[src/design/sst_pkg.sv]
`timescale 1ns / 1ps
// ----------------------------------------------------------------------------
// sst_pkg
// types and constants shared by the sample statistics tracker modules
// ----------------------------------------------------------------------------
package sst_pkg;

  localparam int LANES      = 4;
  localparam int CODE_W     = 16;
  localparam int CNT_W      = 32;
  localparam int TIME_W     = 64;
  localparam int IN_DATA_W  = 232;
  localparam int OUT_DATA_W = 416;

  // request kinds carried on tuser
  localparam logic OP_SAMPLE  = 1'b0;
  localparam logic OP_TIMEOUT = 1'b1;

  typedef struct packed {
    logic                    opcode;
    logic [TIME_W-1:0]       capture_time;
    logic [CNT_W-1:0]        read_duration;
    logic [CNT_W-1:0]        write_duration;
    logic [CNT_W-1:0]        missed_tick_count;
    logic                    write_was_dropped;
    logic                    doorbell_was_failed;
    logic [LANES*CODE_W-1:0] sensor_codes;
  } item_t;

  typedef struct packed {
    logic [CNT_W-1:0] samples_seen;
    logic [CNT_W-1:0] overruns_total;
    logic [CNT_W-1:0] read_duration_peak;
    logic [CNT_W-1:0] write_duration_peak;
    logic [CNT_W-1:0] drops_total;
    logic [CNT_W-1:0] retries_total;
    logic [CNT_W-1:0] interval_low;
    logic [CNT_W-1:0] interval_high;
    logic [CNT_W-1:0] timeouts_total;
  } stats_t;

  // per-lane update control from the counter block
  typedef struct packed {
    logic update;
    logic first;
  } lane_ctl_t;

endpackage

[src/design/sst_lane.sv]
`timescale 1ns / 1ps
// ----------------------------------------------------------------------------
// sst_lane
// running minimum and maximum of one sensor code
// ----------------------------------------------------------------------------
module sst_lane (
  input  logic                            clk,
  input  logic                            rst,
  input  sst_pkg::lane_ctl_t              ctl,
  input  logic [sst_pkg::CODE_W-1:0]      code,
  output logic [sst_pkg::CODE_W-1:0]      code_low_next,
  output logic [sst_pkg::CODE_W-1:0]      code_high_next
);
  import sst_pkg::*;

  logic [CODE_W-1:0] code_low;
  logic [CODE_W-1:0] code_high;

  always_comb begin
    code_low_next  = code_low;
    code_high_next = code_high;
    if (ctl.update) begin
      if (ctl.first) begin
        code_low_next  = code;
        code_high_next = code;
      end else begin
        if (code < code_low)  code_low_next  = code;
        if (code > code_high) code_high_next = code;
      end
    end
  end

  always_ff @(posedge clk) begin
    if (rst) begin
      code_low  <= '0;
      code_high <= '0;
    end else begin
      code_low  <= code_low_next;
      code_high <= code_high_next;
    end
  end

endmodule

[src/design/sst_core.sv]
`timescale 1ns / 1ps
// ----------------------------------------------------------------------------
// sst_core
// counters, duration peaks and capture interval range
// ----------------------------------------------------------------------------
module sst_core (
  input  logic                 clk,
  input  logic                 rst,
  input  logic                 step,
  input  sst_pkg::item_t       item,
  output sst_pkg::stats_t      stats_next,
  output sst_pkg::lane_ctl_t   lane_ctl
);
  import sst_pkg::*;

  stats_t            stats;
  logic [TIME_W-1:0] prev_capture;
  logic [TIME_W-1:0] prev_capture_next;
  logic [CNT_W-1:0]  gap;

  // interval wraps at 32 bits, so only the low word matters
  assign gap = item.capture_time[CNT_W-1:0] - prev_capture[CNT_W-1:0];

  always_comb begin
    stats_next        = stats;
    prev_capture_next = prev_capture;
    lane_ctl.update   = 1'b0;
    lane_ctl.first    = (stats.samples_seen == '0);
    if (step) begin
      unique case (item.opcode)
        OP_TIMEOUT: begin
          stats_next.timeouts_total = stats.timeouts_total + CNT_W'(1);
        end
        OP_SAMPLE: begin
          lane_ctl.update           = 1'b1;
          stats_next.samples_seen   = stats.samples_seen + CNT_W'(1);
          stats_next.overruns_total = stats.overruns_total + item.missed_tick_count;
          if (item.read_duration > stats.read_duration_peak)
            stats_next.read_duration_peak = item.read_duration;
          if (item.write_duration > stats.write_duration_peak)
            stats_next.write_duration_peak = item.write_duration;
          if (item.write_was_dropped)
            stats_next.drops_total = stats.drops_total + CNT_W'(1);
          if (item.doorbell_was_failed)
            stats_next.retries_total = stats.retries_total + CNT_W'(1);
          // no interval while the previous capture time is zero
          if (prev_capture != '0) begin
            if (gap < stats.interval_low)  stats_next.interval_low  = gap;
            if (gap > stats.interval_high) stats_next.interval_high = gap;
          end
          prev_capture_next = item.capture_time;
        end
        default: ;
      endcase
    end
  end

  always_ff @(posedge clk) begin
    if (rst) begin
      // everything zero except the minimum interval, which starts at all ones
      stats        <= {{6*CNT_W{1'b0}}, {CNT_W{1'b1}}, {2*CNT_W{1'b0}}};
      prev_capture <= '0;
    end else begin
      stats        <= stats_next;
      prev_capture <= prev_capture_next;
    end
  end

endmodule

[src/design/sample_statistics_tracker.sv]
`timescale 1ns / 1ps
// ----------------------------------------------------------------------------
// sample_statistics_tracker
// running statistics over a stream of sensor sample requests
// ----------------------------------------------------------------------------
// usage:
//   s_axis carries one request per beat; tuser is the kind (sample or timer
//   timeout), tdata the sample fields. m_axis returns one beat per request
//   with the full statistics snapshot taken right after that request.
// datapath: one input register, then the update logic feeding the result
//   register; a stall on m_axis holds the request in the input register.
// throughput: one request per cycle while m_axis_tready is not held low;
//   the update loop through the statistics registers does not limit it.
// stall: while a result waits on m_axis_tready, the input register still
//   takes one more request; after that s_axis_tready drops until the result
//   drains. nothing is lost or repeated.
// reset: rst (sync, active high) empties both stages, clears all counters,
//   peaks and sensor lanes to zero and sets the minimum interval to all ones.
// SENSOR_COUNT sets how many sensor lanes are tracked; untracked lanes read
//   as zero in the packed code fields.
// ----------------------------------------------------------------------------
module sample_statistics_tracker #(
  parameter int SENSOR_COUNT = 4
) (
  input  logic                                clk,
  input  logic                                rst,
  input  logic                                s_axis_tvalid,
  output logic                                s_axis_tready,
  // capture_time, read_duration, write_duration, missed_tick_count,
  // write_was_dropped, doorbell_was_failed, sensor_codes, zero pad
  input  logic [sst_pkg::IN_DATA_W-1:0]       s_axis_tdata,
  // opcode
  input  logic                                s_axis_tuser,
  output logic                                m_axis_tvalid,
  input  logic                                m_axis_tready,
  // samples_seen, overruns_total, read_duration_peak, write_duration_peak,
  // drops_total, retries_total, interval_low, interval_high,
  // timeouts_total, sensor_low_codes, sensor_high_codes
  output logic [sst_pkg::OUT_DATA_W-1:0]      m_axis_tdata
);
  import sst_pkg::*;

  // input stage
  logic      in_valid;
  item_t     in_item;
  logic      out_ready;
  logic      step;

  // update logic
  stats_t                  stats_next;
  lane_ctl_t               lane_ctl;
  logic [LANES*CODE_W-1:0] low_codes_next;
  logic [LANES*CODE_W-1:0] high_codes_next;

  // result register
  logic      out_valid;
  stats_t    out_stats;
  logic [LANES*CODE_W-1:0] out_low_codes;
  logic [LANES*CODE_W-1:0] out_high_codes;

  assign out_ready     = !out_valid || m_axis_tready;
  assign step          = in_valid && out_ready;
  assign s_axis_tready = !in_valid || out_ready;

  always_ff @(posedge clk) begin
    if (rst) begin
      in_valid <= 1'b0;
    end else if (s_axis_tready) begin
      in_valid <= s_axis_tvalid;
    end
  end

  // unpack the request into the item register
  always_ff @(posedge clk) begin
    if (s_axis_tready && s_axis_tvalid) begin
      in_item.opcode              <= s_axis_tuser;
      in_item.capture_time        <= s_axis_tdata[63:0];
      in_item.read_duration       <= s_axis_tdata[95:64];
      in_item.write_duration      <= s_axis_tdata[127:96];
      in_item.missed_tick_count   <= s_axis_tdata[159:128];
      in_item.write_was_dropped   <= s_axis_tdata[160];
      in_item.doorbell_was_failed <= s_axis_tdata[161];
      in_item.sensor_codes        <= s_axis_tdata[225:162];
    end
  end

  sst_core u_core (
    .clk        (clk),
    .rst        (rst),
    .step       (step),
    .item       (in_item),
    .stats_next (stats_next),
    .lane_ctl   (lane_ctl)
  );

  // one min/max cell per tracked sensor; the rest stay zero
  for (genvar i = 0; i < LANES; i++) begin : g_lane
    if (i < SENSOR_COUNT) begin : g_on
      sst_lane u_lane (
        .clk            (clk),
        .rst            (rst),
        .ctl            (lane_ctl),
        .code           (in_item.sensor_codes[i*CODE_W +: CODE_W]),
        .code_low_next  (low_codes_next[i*CODE_W +: CODE_W]),
        .code_high_next (high_codes_next[i*CODE_W +: CODE_W])
      );
    end else begin : g_off
      assign low_codes_next[i*CODE_W +: CODE_W]  = '0;
      assign high_codes_next[i*CODE_W +: CODE_W] = '0;
    end
  end

  always_ff @(posedge clk) begin
    if (rst) begin
      out_valid <= 1'b0;
    end else if (out_ready) begin
      out_valid <= in_valid;
    end
  end

  // snapshot of the statistics after this request
  always_ff @(posedge clk) begin
    if (step) begin
      out_stats      <= stats_next;
      out_low_codes  <= low_codes_next;
      out_high_codes <= high_codes_next;
    end
  end

  assign m_axis_tvalid = out_valid;
  assign m_axis_tdata  = {out_high_codes, out_low_codes,
                          out_stats.timeouts_total, out_stats.interval_high,
                          out_stats.interval_low, out_stats.retries_total,
                          out_stats.drops_total, out_stats.write_duration_peak,
                          out_stats.read_duration_peak, out_stats.overruns_total,
                          out_stats.samples_seen};

endmodule

[config.mk]
export PLATFORM = sky130hd
export DESIGN_NAME = sample_statistics_tracker
export DESIGN_NICKNAME = d
export VERILOG_FILES = /design/src/design/sst_pkg.sv /design/src/design/sst_lane.sv /design/src/design/sst_core.sv /design/src/design/sample_statistics_tracker.sv
export SDC_FILE = /design/constraint.sdc
export NUM_CORES = 2
export LEC_CHECK = 0
export ABC_AREA = 1
export BUFFER_PORTS_ARGS = -buffer_cell sky130_fd_sc_hd__buf_2
export CORE_ASPECT_RATIO = 1.1
export CORE_UTILIZATION = 35
export DETAILED_ROUTE_END_ITERATION = 8
export GPL_TIMING_DRIVEN = 0
export SETUP_SLACK_MARGIN = 0.3
export SLEW_MARGIN = 20
export SYNTH_ARGS = -nofsm -noshare
export SYNTH_HDL_FRONTEND = slang
export SYNTH_SLANG_ARGS = --single-unit
[constraint.sdc]
create_clock -name clk -period 19.44 [get_ports clk]
set_clock_uncertainty 0.05 [all_clocks]
set_input_delay 1.944 -clock clk [delete_from_list [all_inputs] [get_ports clk]]
set_output_delay 1.944 -clock clk [all_outputs]
set_load 0.005 [all_outputs]
==> metrics.cfg <==
[status]
status=complete, no violations

[global_route]
antenna_found_initial=36
grt_max_degree=92
busiest_layer=met2
grt_use_met3=0.04626
grt_pass1_wl_um=239900
grt_pass1_vias=40700
grt_util_all_layers=0.2076
grt_overflow=0
grt_util_met1=0.2612
grt_util_met2=0.3453

[power]
p_leak_nw=29.92
vdd_drop_max_v=0.00007169
powerDensity_mw_per_mm2=93.24
p_total_mw=5.891

[die]
die-area_mm2=0.1526
start_util=0.3527
placementRows=149
core_area_mm2=0.1499
die_width_um=372.6
die_height_um=409.6
io_pins=655

[timing]
fin_crit_ns=4.746
fin_ws_ns=14.69
relSlewSlack=0.3271
max_freq_mhz=210.7
rsz0062_at_grt=false
finalHoldViolCount=0
fin_crit_sh=0.2441
tightest_slew_ns=1.009
holdWs_ns=0.4058
finalSetupViolations=0
maxSlewViolCount=0

[yosys]
synth_ff_type=edfxtp_1
syn_nets=6542
syn_area_mm2=0.05287
synthesis.instances=5985
post-synth-top-count-cell=nand2_1
synth_area_leaders=edfxtp_1 (37%), dfxtp_1 (18%), nand2_1 (10%), inv_1 (7.6%), ha_1 (7.5%)
ys_seq_elements=1125
ys_types=53
yosys-top-cells-count=nand2_1 (1442), inv_1 (1064), edfxtp_1 (643)
yosys_warnings=0
synth.top_cell.area_share=0.3652
avgSynthCellArea_um2=8.833
yosysSeqAreaShare=0.5478
synth_edf_count=643
async_reset_ff_frac=0
yosys.area.top_type=edfxtp_1

[worst_setup_path]
critPathCaptureType=register
path_class=reg2reg
reg2reg_slack_ns=14.69
r2r_cells=25
cp_common_cell=nand2_1
path_max_fanout=10
crit_slowest_cell=clkbuf_1
critical_path.top_delay_family=simple AND/OR/NAND/NOR gates
path_buf_inv=6
max_stage_delay_ns=0.53
timing.rr.end=m_axis_tdata[253]
worstPathRequired_ns=19.86
startpoint_type=register
timing.rr.start=in_item[162]
arrival_ns=5.17

[clock_tree]
cts_root_buffer=clkbuf_16
cts_setup_buffers=0
clockBufferDepth=3
cts_tree=built
path_clk_slew_ns=0.06
cts.sinks=1125
htreeDepth=3
ctsResizeCount=0
clock_latency_ns=0.77
cts_buffers=118
ctsHoldBuffers=0

[hold_path]
hold_path_end=u_core.prev_capture[43]
worstHoldStart=u_core.prev_capture[43]
hold_path_class=reg2reg
hold-path-cell-count=2

[placement]
gp_congestion=0.9335
dp_slack_ns=14.56
port_buffers=647
hpwl_um=126000
placed_cell_area_mm2=0.05897

[drt]
dr.pass1.iters=5
totalWireLength_um=161200
ant_nets=0
vias_per_cell=4.682
drc=0
wl_per_cell_um=18.22
vias=41420
initialDrtViolationCount=2508

[cells_and_area]
fin_util=0.4215
post_route_cells_drive_above_1_share=0.1462
area_growth_pct=19.51
final_area_mm2=0.06318
nets=7329

[flow_run]
maxCapViolCount=0

worst reg2reg max path, stage by stage, from the launching register on:
cell and delay, ns:
edfxtp_1 0.36, inv_1 0.10, ha_1 0.15, inv_1 0.09
fa_1 0.45, nand3_1 0.10, nand3_1 0.13, nand2_1 0.09
nand2_1 0.13, nand2_1 0.09, nand2_1 0.11, xor2_1 0.49
ha_1 0.34, nand2_1 0.05, inv_1 0.05, nand2_1 0.06
inv_1 0.04, a21oi_1 0.14, nand2_1 0.09, nand2_1 0.08
nand2_1 0.20, nand2_1 0.21, clkbuf_1 0.53, nand2_1 0.14
nand2_1 0.13, inv_1 0.11
per-stage QoR:
step	setup TNS [ns]	cells
6_report	0	8846
2_1_floorplan	0	5985
3_5_place_dp	0	8613
5_1_grt	0	8844
3_3_place_gp	-868.59	8595
4_1_cts	0	8837
worst max-delay path by stage:
| stage | start | to | slack, ns | cells past startpoint |
|---|---|---|---|---|
| after global placement | m_axis_tready | m_axis_tdata[20] | -2.81 | 6 |
| after floorplan | m_axis_tready | u_core.stats[274] | 4.80 | 5 |
| after detailed placement | m_axis_tready | m_axis_tdata[51] | 14.56 | 11 |
| final | in_item[162] | m_axis_tdata[253] | 14.69 | 25 |
| after CTS | in_item[162] | m_axis_tdata[255] | 14.72 | 25 |
| after global routing | in_item[162] | m_axis_tdata[253] | 14.36 | 27 |
cell usage in the layout (no fill, tap or decap), drive strengths merged, types with 97 or more instances in the layout:
cell type  netlist  layout
a21oi          301     301
clkbuf         105     256
edfxtp         643     643
ha             318     318
dfxtp          482     482
nor2           573     573
nand3          352     352
nand2         1462    1462
buf             42     709
inv           1098    1102
nor3            97      97
o21ai          141     141
layout make-up:
type,instances,area (um2)
Inverter,1099,4133
Antenna cell,7,17.52
Multi-Input combinational cell,3614,19120
Fill cell,14950,86710
Clock buffer,151,3221
Buffer,147,673.1
Clock inverter,73,947.2
Sequential cell,1125,28960
Tap cell,1963,2456
Timing Repair Buffer,667,3655
logic make-up after synthesis:
family,after synthesis,synth area share
AOI/OAI and AO/OA,488,0.04876
xor gates and xnor gates,98,0.01624
adders and majority gates,320,0.07602
buffers and inverters,1246,0.09060
DFF,1125,0.5478
and+or+nand+nor,2708,0.2206
flip-flops by register name, indices dropped and copies added (netlist names):
signal / flops
m_axis_tdata: 288
m_axis_tvalid: 1
out_low_codes: 64
out_high_codes: 64
in_item: 227
u_core.stats: 288
g_lane.g_on.u_lane.code_low: 64
in_valid: 1
u_core.prev_capture: 64
g_lane.g_on.u_lane.code_high: 64
power breakdown:
part           switching [mW]  internal (mW)  total (mW)  leakage (nW)
Sequential             0.0543           2.66        2.71          10.2
Clock                    1.00           1.43        2.43          2.02
Combinational           0.499          0.254       0.753          17.7
Total                    1.55           4.34        5.89          29.9
routing by layer:
metal | vias up | part of all wire
li1 | 20760 | -
met1 | 19270 | 0.43
met2 | 1057 | 0.47
met3 | 277 | 0.064
met4 | 54 | 0.035
met5 | - | 0.0020
Power figures use the tool's default switching activity.
